<file path="config.mk">
export PLATFORM = sky130hd
export DESIGN_NAME = pgp_armor_encoder
export DESIGN_NICKNAME = d
export VERILOG_FILES = /design/src/sv/pae_pkg.sv /design/src/sv/pae_front.sv /design/src/sv/pae_queue.sv /design/src/sv/pae_back.sv /design/src/sv/pgp_armor_encoder.sv
export SDC_FILE = /design/constraint.sdc
export NUM_CORES = 1
export LEC_CHECK = 0
export ABC_CLOCK_PERIOD_IN_PS = 7710
export BUFFER_PORTS_ARGS = -buffer_cell sky130_fd_sc_hd__clkbuf_2
export CAP_MARGIN = 10
export CORE_UTILIZATION = 65
export CTS_CLUSTER_DIAMETER = 120
export DETAILED_ROUTE_END_ITERATION = 6
export PLACE_DENSITY_LB_ADDON = 0.1
export SYNTH_ARGS = -nofsm -noshare
export SYNTH_HDL_FRONTEND = slang
export SYNTH_SLANG_ARGS = --single-unit
</file>
<file path="constraint.sdc">
create_clock -name clock -period 7.71 [get_ports clock]
set_input_delay 0.3855 -clock clock [delete_from_list [all_inputs] [get_ports clock]]
set_output_delay 0.3855 -clock clock [all_outputs]
set_load 0.005 [all_outputs]
</file>
<file path="src/sv/pae_pkg.sv">
// Shared types, constants and character functions of the armor encoder.
// Used by pae_front, pae_queue, pae_back and pgp_armor_encoder; no dependencies.
package pae_pkg;

   // Configuration port
   localparam int unsigned CSR_ADDR_W = 2;
   localparam int unsigned CSR_DATA_W = 2;
   localparam logic [CSR_ADDR_W-1:0] CSR_MESSAGE_KIND  = 2'd0;
   localparam logic [CSR_ADDR_W-1:0] CSR_CRLF_LINE_END = 2'd1;

   // Job queue between front and back
   localparam int unsigned QUEUE_DEPTH = 4;
   localparam int unsigned QPTR_W      = $clog2(QUEUE_DEPTH);
   localparam int unsigned QCNT_W      = $clog2(QUEUE_DEPTH + 1);

   // CRC-24
   localparam logic [23:0] CRC_INIT = 24'hB704CE;
   localparam logic [23:0] CRC_POLY = 24'h864CFB;

   // Fixed characters
   localparam logic [7:0] CHAR_CR   = 8'h0D;
   localparam logic [7:0] CHAR_LF   = 8'h0A;
   localparam logic [7:0] CHAR_PAD  = 8'h3D;
   localparam logic [7:0] CHAR_DASH = 8'h2D;

   // Armor line text
   localparam logic [8*15-1:0] BEGIN_TXT = "-----BEGIN PGP ";
   localparam logic [8*13-1:0] END_TXT   = "-----END PGP ";
   localparam logic [8*17-1:0] KIND_TXT [4] = '{
      "MESSAGE          ",
      "PUBLIC KEY BLOCK ",
      "PRIVATE KEY BLOCK",
      "SIGNATURE        "
   };
   localparam logic [5:0] KIND_LEN [4] = '{6'd7, 6'd16, 6'd17, 6'd9};

   // What a finish emits before the CRC line
   typedef enum logic [1:0] {
      TAIL_NONE,   // data ended on a group and line boundary
      TAIL_LINE,   // line end only
      TAIL_PAD2,   // one character and two pads
      TAIL_PAD1    // one character and one pad
   } tail_type;

   // One classified transaction, ready for the character sequencer
   typedef struct packed {
      logic        is_finish;
      logic        hdr;        // emit the BEGIN header first
      logic        two;        // data transaction yields two characters
      logic        brk0;       // line end after first character
      logic        brk1;       // line end after second character
      logic [5:0]  sext0;
      logic [5:0]  sext1;
      tail_type    tail;
      logic [5:0]  tail_sext;
      logic [23:0] crc;
   } job_type;

   typedef struct packed {
      logic    push;
      job_type job;
   } enq_type;

   function automatic logic [7:0] radix_char(logic [5:0] v);
      logic [7:0] w;
      w = {2'b00, v};
      if (v < 6'd26)      return w + 8'h41;
      else if (v < 6'd52) return w + 8'd71;
      else if (v < 6'd62) return w - 8'd4;
      else if (v == 6'd62) return 8'h2B;
      else                return 8'h2F;
   endfunction

   function automatic logic [23:0] crc24_byte(logic [23:0] crc, logic [7:0] b);
      logic [23:0] c;
      c = crc ^ {b, 16'h0000};
      for (int i = 0; i < 8; i++) begin
         if (c[23]) c = {c[22:0], 1'b0} ^ CRC_POLY;
         else       c = {c[22:0], 1'b0};
      end
      return c;
   endfunction

   function automatic logic [5:0] armor_last(logic is_end, logic [1:0] kind);
      logic [5:0] plen;
      plen = is_end ? 6'd13 : 6'd15;
      return plen + KIND_LEN[kind] + 6'd4;
   endfunction

   function automatic logic [7:0] armor_char(logic is_end, logic [1:0] kind,
                                             logic [5:0] idx);
      logic [5:0] plen;
      logic [5:0] j;
      logic [4:0] k;
      plen = is_end ? 6'd13 : 6'd15;
      j    = '0;
      k    = '0;
      if (idx < plen) begin
         j = plen - 6'd1 - idx;
         if (is_end) return END_TXT[8*j[3:0] +: 8];
         else        return BEGIN_TXT[8*j[3:0] +: 8];
      end else if (idx < plen + KIND_LEN[kind]) begin
         j = idx - plen;
         k = 5'd16 - j[4:0];
         return KIND_TXT[kind][8*k +: 8];
      end else begin
         return CHAR_DASH;
      end
   endfunction

endpackage

</file>
<file path="src/sv/pae_front.sv">
// Front end: accepts input transactions, runs CRC-24 and radix-64 grouping,
// and queues a job for each but a dataless finish. Depends on pae_pkg.
module pae_front #(
   parameter int CHARS_PER_LINE = 64
) (
   input  logic             clock,
   input  logic             reset,
   input  logic             accept,
   input  logic             req_command,
   input  logic [7:0]       req_data_byte,
   output pae_pkg::enq_type enq
);

   localparam int unsigned LC_W = $clog2(CHARS_PER_LINE);
   localparam logic [LC_W-1:0] LC_LAST = LC_W'(CHARS_PER_LINE - 1);

   localparam logic [1:0] GROUP_FIRST  = 2'd0;
   localparam logic [1:0] GROUP_SECOND = 2'd1;
   localparam logic [1:0] GROUP_THIRD  = 2'd2;

   logic [1:0]      phase_ff, phase_in;
   logic [3:0]      left_ff, left_in;
   logic [23:0]     crc_ff, crc_in;
   logic [LC_W-1:0] lc_ff, lc_in;
   logic            sent_ff, sent_in;

   logic [LC_W-1:0] lc_a, lc_b;
   logic            brk_a, brk_b;

   always_comb begin
      brk_a = (lc_ff == LC_LAST);
      lc_a  = brk_a ? '0 : lc_ff + 1'b1;
      brk_b = (lc_a == LC_LAST);
      lc_b  = brk_b ? '0 : lc_a + 1'b1;

      phase_in = phase_ff;
      left_in  = left_ff;
      crc_in   = crc_ff;
      lc_in    = lc_ff;
      sent_in  = sent_ff;
      enq      = '0;

      if (accept) begin
         if (!req_command) begin
            enq.push    = 1'b1;
            enq.job.hdr = !sent_ff;
            sent_in     = 1'b1;
            crc_in      = pae_pkg::crc24_byte(crc_ff, req_data_byte);
            case (phase_ff)
               GROUP_FIRST: begin
                  enq.job.sext0 = req_data_byte[7:2];
                  enq.job.brk0  = brk_a;
                  lc_in         = lc_a;
                  left_in       = {2'b00, req_data_byte[1:0]};
                  phase_in      = GROUP_SECOND;
               end
               GROUP_SECOND: begin
                  enq.job.sext0 = {left_ff[1:0], req_data_byte[7:4]};
                  enq.job.brk0  = brk_a;
                  lc_in         = lc_a;
                  left_in       = req_data_byte[3:0];
                  phase_in      = GROUP_THIRD;
               end
               default: begin
                  enq.job.sext0 = {left_ff, req_data_byte[7:6]};
                  enq.job.sext1 = req_data_byte[5:0];
                  enq.job.two   = 1'b1;
                  enq.job.brk0  = brk_a;
                  enq.job.brk1  = brk_b;
                  lc_in         = lc_b;
                  left_in       = '0;
                  phase_in      = GROUP_FIRST;
               end
            endcase
         end else if (sent_ff) begin
            // finish with no data yields no job at all
            enq.push          = 1'b1;
            enq.job.is_finish = 1'b1;
            enq.job.crc       = crc_ff;
            case (phase_ff)
               GROUP_FIRST: begin
                  enq.job.tail = (lc_ff != '0) ? pae_pkg::TAIL_LINE : pae_pkg::TAIL_NONE;
               end
               GROUP_SECOND: begin
                  enq.job.tail      = pae_pkg::TAIL_PAD2;
                  enq.job.tail_sext = {left_ff[1:0], 4'b0000};
               end
               default: begin
                  enq.job.tail      = pae_pkg::TAIL_PAD1;
                  enq.job.tail_sext = {left_ff, 2'b00};
               end
            endcase
            phase_in = GROUP_FIRST;
            left_in  = '0;
            crc_in   = pae_pkg::CRC_INIT;
            lc_in    = '0;
            sent_in  = 1'b0;
         end
      end
   end

   always_ff @(posedge clock) begin
      if (reset) begin
         phase_ff <= GROUP_FIRST;
         left_ff  <= '0;
         crc_ff   <= pae_pkg::CRC_INIT;
         lc_ff    <= '0;
         sent_ff  <= 1'b0;
      end else begin
         phase_ff <= phase_in;
         left_ff  <= left_in;
         crc_ff   <= crc_in;
         lc_ff    <= lc_in;
         sent_ff  <= sent_in;
      end
   end

endmodule

</file>
<file path="src/sv/pae_queue.sv">
// Short job queue between front and back ends, flip-flop storage.
// Depends on pae_pkg for the job type and depth.
module pae_queue (
   input  logic             clock,
   input  logic             reset,
   input  pae_pkg::enq_type enq,
   input  logic             pop,
   output logic             full,
   output logic             head_valid,
   output pae_pkg::job_type head
);

   pae_pkg::job_type                  entries_ff [pae_pkg::QUEUE_DEPTH];
   logic [pae_pkg::QPTR_W-1:0]        wr_ff, wr_in;
   logic [pae_pkg::QPTR_W-1:0]        rd_ff, rd_in;
   logic [pae_pkg::QCNT_W-1:0]        cnt_ff, cnt_in;

   assign full       = (cnt_ff == pae_pkg::QCNT_W'(pae_pkg::QUEUE_DEPTH));
   assign head_valid = (cnt_ff != '0);
   assign head       = entries_ff[rd_ff];

   always_comb begin
      wr_in  = enq.push ? wr_ff + 1'b1 : wr_ff;
      rd_in  = pop ? rd_ff + 1'b1 : rd_ff;
      cnt_in = cnt_ff;
      if (enq.push && !pop)      cnt_in = cnt_ff + 1'b1;
      else if (!enq.push && pop) cnt_in = cnt_ff - 1'b1;
   end

   always_ff @(posedge clock) begin
      if (reset) begin
         wr_ff  <= '0;
         rd_ff  <= '0;
         cnt_ff <= '0;
      end else begin
         wr_ff  <= wr_in;
         rd_ff  <= rd_in;
         cnt_ff <= cnt_in;
      end
   end

   always_ff @(posedge clock) begin
      if (enq.push) entries_ff[wr_ff] <= enq.job;
   end

endmodule

</file>
<file path="src/sv/pae_back.sv">
// Back end: walks the job at the queue head one character per cycle while
// not stalled and drives the registered result channel. Depends on pae_pkg.
module pae_back (
   input  logic             clock,
   input  logic             reset,
   input  logic             head_valid,
   input  pae_pkg::job_type head,
   input  logic [1:0]       kind,
   input  logic             crlf,
   output logic             pop,
   output logic             rsp_valid,
   input  logic             rsp_stall,
   output logic [7:0]       rsp_out_char,
   output logic             rsp_run_last,
   output logic             rsp_message_done
);

   typedef enum logic [7:0] {
      ST_IDLE  = 8'b0000_0001,
      ST_HEAD  = 8'b0000_0010,
      ST_LEND  = 8'b0000_0100,
      ST_DATA0 = 8'b0000_1000,
      ST_DATA1 = 8'b0001_0000,
      ST_TAIL  = 8'b0010_0000,
      ST_CRC   = 8'b0100_0000,
      ST_FOOT  = 8'b1000_0000
   } state_type;

   state_type   state_ff, state_in, ret_ff, ret_in;
   logic [5:0]  pos_ff, pos_in;
   logic [1:0]  cnt_ff, cnt_in;
   logic        rsp_valid_ff;
   logic [7:0]  char_ff;
   logic        last_ff, done_ff;

   state_type   start_state, cur_state, cur_ret;
   logic [1:0]  cur_cnt;
   logic        idle, busy, slot_free, advance, is_cr, msg_done;
   logic [7:0]  ch;

   always_comb begin
      if (head.is_finish) begin
         case (head.tail)
            pae_pkg::TAIL_LINE: start_state = ST_LEND;
            pae_pkg::TAIL_NONE: start_state = ST_CRC;
            default:            start_state = ST_TAIL;
         endcase
      end else begin
         start_state = head.hdr ? ST_HEAD : ST_DATA0;
      end
   end

   // From idle the head job starts in the same cycle, so jobs run back to back
   assign idle      = (state_ff == ST_IDLE);
   assign cur_state = idle ? start_state : state_ff;
   assign cur_ret   = idle ? ST_CRC : ret_ff;
   assign cur_cnt   = idle ? 2'd1 : cnt_ff;
   assign busy      = !idle || head_valid;
   assign slot_free = !rsp_valid_ff || !rsp_stall;
   assign advance   = busy && slot_free;
   assign is_cr     = crlf && (pos_ff == 6'd0);

   always_comb begin
      state_in = cur_state;
      ret_in   = cur_ret;
      cnt_in   = cur_cnt;
      pos_in   = pos_ff + 6'd1;
      ch       = '0;
      msg_done = 1'b0;
      unique case (cur_state)
         ST_HEAD: begin
            ch = pae_pkg::armor_char(1'b0, kind, pos_ff);
            if (pos_ff == pae_pkg::armor_last(1'b0, kind)) begin
               state_in = ST_LEND;
               cnt_in   = 2'd2;
               ret_in   = ST_DATA0;
               pos_in   = '0;
            end
         end
         ST_LEND: begin
            ch = is_cr ? pae_pkg::CHAR_CR : pae_pkg::CHAR_LF;
            if (!is_cr) begin
               pos_in = '0;
               if (cur_cnt == 2'd2) cnt_in = 2'd1;
               else                 state_in = cur_ret;
            end
         end
         ST_DATA0: begin
            ch     = pae_pkg::radix_char(head.sext0);
            pos_in = '0;
            if (head.brk0) begin
               state_in = ST_LEND;
               cnt_in   = 2'd1;
               ret_in   = head.two ? ST_DATA1 : ST_IDLE;
            end else begin
               state_in = head.two ? ST_DATA1 : ST_IDLE;
            end
         end
         ST_DATA1: begin
            ch       = pae_pkg::radix_char(head.sext1);
            pos_in   = '0;
            state_in = ST_IDLE;
            if (head.brk1) begin
               state_in = ST_LEND;
               cnt_in   = 2'd1;
               ret_in   = ST_IDLE;
            end
         end
         ST_TAIL: begin
            ch = (pos_ff == 6'd0) ? pae_pkg::radix_char(head.tail_sext) : pae_pkg::CHAR_PAD;
            if ((pos_ff == 6'd2) ||
                ((pos_ff == 6'd1) && (head.tail == pae_pkg::TAIL_PAD1))) begin
               state_in = ST_LEND;
               cnt_in   = 2'd1;
               ret_in   = ST_CRC;
               pos_in   = '0;
            end
         end
         ST_CRC: begin
            case (pos_ff)
               6'd0:    ch = pae_pkg::CHAR_PAD;
               6'd1:    ch = pae_pkg::radix_char(head.crc[23:18]);
               6'd2:    ch = pae_pkg::radix_char(head.crc[17:12]);
               6'd3:    ch = pae_pkg::radix_char(head.crc[11:6]);
               default: ch = pae_pkg::radix_char(head.crc[5:0]);
            endcase
            if (pos_ff == 6'd4) begin
               state_in = ST_LEND;
               cnt_in   = 2'd1;
               ret_in   = ST_FOOT;
               pos_in   = '0;
            end
         end
         ST_FOOT: begin
            ch = pae_pkg::armor_char(1'b1, kind, pos_ff);
            if (pos_ff == pae_pkg::armor_last(1'b1, kind)) begin
               state_in = ST_IDLE;
               pos_in   = '0;
               msg_done = 1'b1;
            end
         end
         default: begin
            state_in = ST_IDLE;
            pos_in   = '0;
         end
      endcase
   end

   assign pop = advance && (state_in == ST_IDLE);

   always_ff @(posedge clock) begin
      if (reset) begin
         state_ff     <= ST_IDLE;
         ret_ff       <= ST_IDLE;
         pos_ff       <= '0;
         cnt_ff       <= 2'd1;
         rsp_valid_ff <= 1'b0;
      end else begin
         if (advance) begin
            state_ff <= state_in;
            ret_ff   <= ret_in;
            pos_ff   <= pos_in;
            cnt_ff   <= cnt_in;
         end
         if (slot_free) rsp_valid_ff <= busy;
      end
   end

   always_ff @(posedge clock) begin
      if (advance) begin
         char_ff <= ch;
         last_ff <= (state_in == ST_IDLE);
         done_ff <= msg_done;
      end
   end

   assign rsp_valid        = rsp_valid_ff;
   assign rsp_out_char     = char_ff;
   assign rsp_run_last     = last_ff;
   assign rsp_message_done = done_ff;

endmodule

</file>
<file path="src/sv/pgp_armor_encoder.sv">
// Top level of the OpenPGP ASCII armor encoder: configuration registers,
// front end, job queue and character sequencer. Depends on pae_pkg and pae_* modules.
//
// Message bytes arrive one per transaction (req_command 0) and leave as armored
// ASCII text, one character per result transaction. The first byte of a message
// brings the BEGIN header for the kind in message_kind, a line end and an empty
// line; every byte then feeds the CRC-24 and the radix-64 coder, with a line end
// after every CHARS_PER_LINE data characters. A finish (req_command 1) emits the
// padded tail, '=' with the four-character CRC and the END line; rsp_message_done
// marks its last dash, and the encoder is then ready for a new message. A finish
// with no data before it emits nothing. rsp_run_last marks the last character
// caused by each input transaction. Line ends are LF, or CR LF when
// crlf_line_end is set. Rate: the back end emits one character per cycle while
// rsp_stall is low. A data byte yields one or two characters plus one or two for
// a line end, the header 29 to 41 characters, and a finish 31 to 47 characters.
// The front end classifies a transaction as it is accepted, and a four-entry job
// queue lets it run ahead while results are stalled; req_stall is high only
// while that queue is full. Write the configuration registers only while no
// message output is pending.
module pgp_armor_encoder #(
   parameter int CHARS_PER_LINE = 64
) (
   input  logic                             clock,
   input  logic                             reset,
   // input channel
   input  logic                             req_valid,
   output logic                             req_stall,
   input  logic                             req_command,
   input  logic [7:0]                       req_data_byte,
   // result channel
   output logic                             rsp_valid,
   input  logic                             rsp_stall,
   output logic [7:0]                       rsp_out_char,
   output logic                             rsp_run_last,
   output logic                             rsp_message_done,
   // configuration write channel
   input  logic                             csr_valid,
   output logic                             csr_ready,
   input  logic [pae_pkg::CSR_ADDR_W-1:0]   csr_index,
   input  logic [pae_pkg::CSR_DATA_W-1:0]   csr_data
);

   logic [1:0]       kind_ff;
   logic             crlf_ff;
   logic             q_full, head_valid, pop, accept;
   pae_pkg::enq_type enq;
   pae_pkg::job_type head;

   // Always take configuration writes; unknown indexes are dropped
   assign csr_ready = 1'b1;

   always_ff @(posedge clock) begin
      if (reset) begin
         kind_ff <= '0;
         crlf_ff <= 1'b0;
      end else if (csr_valid && csr_ready) begin
         unique case (csr_index)
            pae_pkg::CSR_MESSAGE_KIND:  kind_ff <= csr_data[1:0];
            pae_pkg::CSR_CRLF_LINE_END: crlf_ff <= csr_data[0];
            default: ;
         endcase
      end
   end

   // Hold input transactions only while the job queue is full
   assign req_stall = q_full;
   assign accept    = req_valid && !req_stall;

   pae_front #(
      .CHARS_PER_LINE (CHARS_PER_LINE)
   ) u_front (
      .clock         (clock),
      .reset         (reset),
      .accept        (accept),
      .req_command   (req_command),
      .req_data_byte (req_data_byte),
      .enq           (enq)
   );

   pae_queue u_queue (
      .clock      (clock),
      .reset      (reset),
      .enq        (enq),
      .pop        (pop),
      .full       (q_full),
      .head_valid (head_valid),
      .head       (head)
   );

   pae_back u_back (
      .clock            (clock),
      .reset            (reset),
      .head_valid       (head_valid),
      .head             (head),
      .kind             (kind_ff),
      .crlf             (crlf_ff),
      .pop              (pop),
      .rsp_valid        (rsp_valid),
      .rsp_stall        (rsp_stall),
      .rsp_out_char     (rsp_out_char),
      .rsp_run_last     (rsp_run_last),
      .rsp_message_done (rsp_message_done)
   );

endmodule
</file>
==> key figures <==
Power
  – Reg power frac: 0.294
  – Combinational Power Share: 0.505
  – Leak: 6.48 nW
  – Worst vdd ir: 0.000281 V
  – Cell Int Power: 3.70 mW
  – Switching Share: 0.422
  – Net Sw Power: 2.70 mW
  – Power Dens Cells: 355 nW/µm²
  – Clock share of power: 0.202

Die
  – Die Footprint: 26500 µm²
  – Floorplan core area: 25300 µm²
  – Std-Cell Rows: 58
  – Starting density of the core: 0.664
  – IO Count: 31
  – Chip Height: 163 µm
  – Die width: 163 µm

STA
  – Min Tclk post-route: 5.07 ns
  – Fin. max-slew vios: 0
  – Relative slew margins: 0.257
  – Setup TNS: 0 ns
  – Maximum clock frequency: 0.197 GHz
  – Final hold vios: 0
  – Worst Skew: 0.0311 ns
  – Setup WS post-layout: 2.64 ns
  – Final setup vio count: 0
  – Worst Tran Pin Value: 1.09 ns
  – Period Utilization, post-route: 0.658
  – RSZ-0062 raised after global routing: no
  – Final hold slack: 0.0747 ns

Placed design
  – DP Cell Count: 1933
  – Final Wtd Congestion: 0.966
  – Hpwl dp: 31800 µm
  – I/O Buffers: 29
  – Dpl ws: 2.67 ns

Clocking
  – CTS tree: done
  – CTS sink count: 272
  – Bufs on Longest Clock Path: 3
  – Worst-skew pair later-pin latency: 0.57 ns
  – Post-CTS setup buffers: 0
  – TritonCTS Buffers: 28
  – Root buf cell: clkbuf_16
  – Hold-fix buffer count after cts: 0
  – Reg clk slew, reported paths: 0.06 ns
  – Post-CTS sizing: 0
  – H-tree depth: 1

Critical path
  – Crit Path Max Fanout: 29
  – Crit path largest cell delay: 0.66 ns
  – Setup crit start kind: flip-flop
  – Crit path cell chain: buf_4 -> mux4_2 -> and2b_1 -> o21ai_1 -> nor3_2 -> a22oi_1 -> nand3_1 -> or3_1 -> ha_1 -> inv_1 -> fa_1 -> xor2_1 -> or3_1 -> a21oi_1
  – Crit path buffers/inverters: 2
  – CP most frequent cell: or3_1
  – Kind of critical path: flip-flop to flip-flop
  – CP delay by family, top: simple AND/OR/NAND/NOR gates
  – Worst EP required: 8.18 ns
  – Crit. End Element: flip-flop
  – Crit path DAT: 5.54 ns
  – Critical-path top delay cell: nor3_2

Cells and area
  – Layout cell share with drive strength beyond 1: 0.106
  – # diodes: 0
  – Commonest cells after routing, fill and taps aside: 198 x edfxtp_1, 142 x nor2_1, 136 x nand2_1
  – Most common cell after layout, fill and taps aside: edfxtp_1
  – Non-filler cells, final: 1985
  – Area growth syn-to-layout: 7.33%
  – Post-layout nets: 1728
  – Fill cell count: 1809
  – Register area: 7430 µm²
  – Multi-input gate area: 8720 µm²

Run
  – Maximum capacitance violations: 0

Synth
  – Syn. warnings: 0
  – Post-synth cell types: 95
  – EDFF count, synth: 198
  – Cells after synthesis: 1643
  – Synth Flop Type: edfxtp_1
  – Syn_nets: 1738
  – Register bit total from synthesis: 272
  – Post-synthesis cell area: 16800 µm²
  – Asr flop ratio synth: 0
  – Proportion of synthesized chip area in sequential cells: 0.443
  – Mean Syn Cell Area: 10.2 µm²

Detailed routing
  – Routed vias/inst: 6.81
  – Via count: 13500
  – DRC viols: 0
  – WL per Instance: 22.7 µm
  – Iteration-0 DRC Markers: 1692
  – Routed WL: 45000 µm
  – TritonRoute pass-1 iters: 6
  – Final antenna-violating net count: 0

GRT
  – GRT Residual Overflow: 0
  – Initial antenna violation count: 0
  – Vias in the first global route: 12600
  – Global-route wire length before repair: 69700 µm
  – Total GRT Usage: 0.341
  – Largest net degree at the start of global routing: 76

Hold path
  – Worst min-delay path class: input pin to flip-flop
  – HP Start: csr_data[1]

Status
  – Status: finished, final reports clean
## synthesized netlist by cell type (all sizes together), types with 12 or more instances
| library cell | n | area share |
|---|---|---|
| nand3 | 37 | 0.011 |
| ha | 76 | 0.057 |
| clkbuf | 74 | 0.017 |
| a211oi | 16 | 0.0079 |
| xnor2 | 59 | 0.031 |
| and2 | 48 | 0.018 |
| a21oi | 111 | 0.033 |
| edfxtp | 198 | 0.35 |
| o31ai | 12 | 0.0054 |
| xor2 | 22 | 0.011 |
| buf | 14 | 0.0051 |
| mux2i | 24 | 0.014 |
| o211ai | 20 | 0.0090 |
| a21o | 21 | 0.0094 |
| nor2b | 16 | 0.0060 |
| mux4 | 47 | 0.063 |
| nand4 | 14 | 0.0052 |
| nor2 | 144 | 0.032 |
| nand2 | 136 | 0.030 |
| nand2b | 21 | 0.0078 |
| nor4 | 16 | 0.0067 |
| o21ai | 84 | 0.025 |
| inv | 72 | 0.016 |
| and3 | 16 | 0.0060 |
| a22oi | 28 | 0.013 |
| dfxtp | 74 | 0.088 |
| a221oi | 12 | 0.0063 |
| a31oi | 20 | 0.0075 |
| nor3 | 36 | 0.012 |
| o22ai | 17 | 0.0063 |
## logic make-up (layout without fill, tap and decap cells)
| group | Yosys count | in the layout | synth area share |
|---|---|---|---|
| and+or+nand+nor | 532 | 532 | 0.158 |
| adders and majority gates | 77 | 77 | 0.0579 |
| AOI/OAI and AO/OA | 436 | 436 | 0.175 |
| DFF | 272 | 272 | 0.443 |
| muxes | 82 | 82 | 0.0848 |
| buffers and inverters | 161 | 173 | 0.0380 |
| xor gates and xnor gates | 82 | 82 | 0.0436 |
| other | 1 | 1 | 0.000224 |
## metal layers
layer  vias to the layer above  routed length (µm)  global-route usage
li1                       6173                   -                   -
met1                      6469               19000               0.482
met2                       744               20200               0.519
met3                       130                4110              0.0705
met4                         0                1720               0.133
met5                         -                   0                   0
## power by group through the flow
stage,clock network [mW],registers [mW],logic [mW]
after detailed placement,0,1.91,3.14
final,1.29,1.88,3.23
after global placement,0,1.90,3.10
after global routing,1.36,1.90,3.51
after CTS,1.29,1.88,3.17
after floorplan,0,1.85,2.47
## path summary, 6_finish.rpt
path,endpoint,slack (ns),cells past startpoint
setup reg to reg,u_queue.cnt_ff[2],2.64,14
hold reg to reg,u_back.ret_ff[2],0.48,1
hold / removal,kind_ff[1],0.07,3
setup / recovery,u_queue.cnt_ff[2],2.64,14
## flip-flops by register name, indices dropped and copies added (netlist names), 3 cells and up, named ones only
name / cells
u_back.rsp_out_char: 8
u_front.lc_ff: 6
u_back.pos_ff: 6
u_queue.entries_ff: 188
u_queue.cnt_ff: 3
u_back.ret_ff: 8
u_front.left_ff: 4
u_front.crc_ff: 24
u_back.state_ff: 8
## final cells by class
type                       instances  share of cell area
clock buffer                      35              0.0404
clock inverter                    17             0.00820
inverter                          73              0.0152
multi-input combinational       1210               0.485
sequential                       272               0.413
tap                              330              0.0229
timing repair buffer              48              0.0160
## per-stage QoR
step | cell area [µm²] | power [mW] | util
after floorplan | 16800 | 4.32 | -
after global placement | 17100 | 5.00 | 0.678
after detailed placement | 17100 | 5.05 | 0.678
after CTS | 18000 | 6.35 | 0.713
after global routing | 18000 | 6.77 | 0.713
final | 18000 | 6.40 | 0.713
## tightest hold or removal path, cell delays in order
cell,delay (ns)
clkbuf_2,0.07
a21oi_1,0.05
nor2_1,0.08
Power figures use the tool's default switching activity.
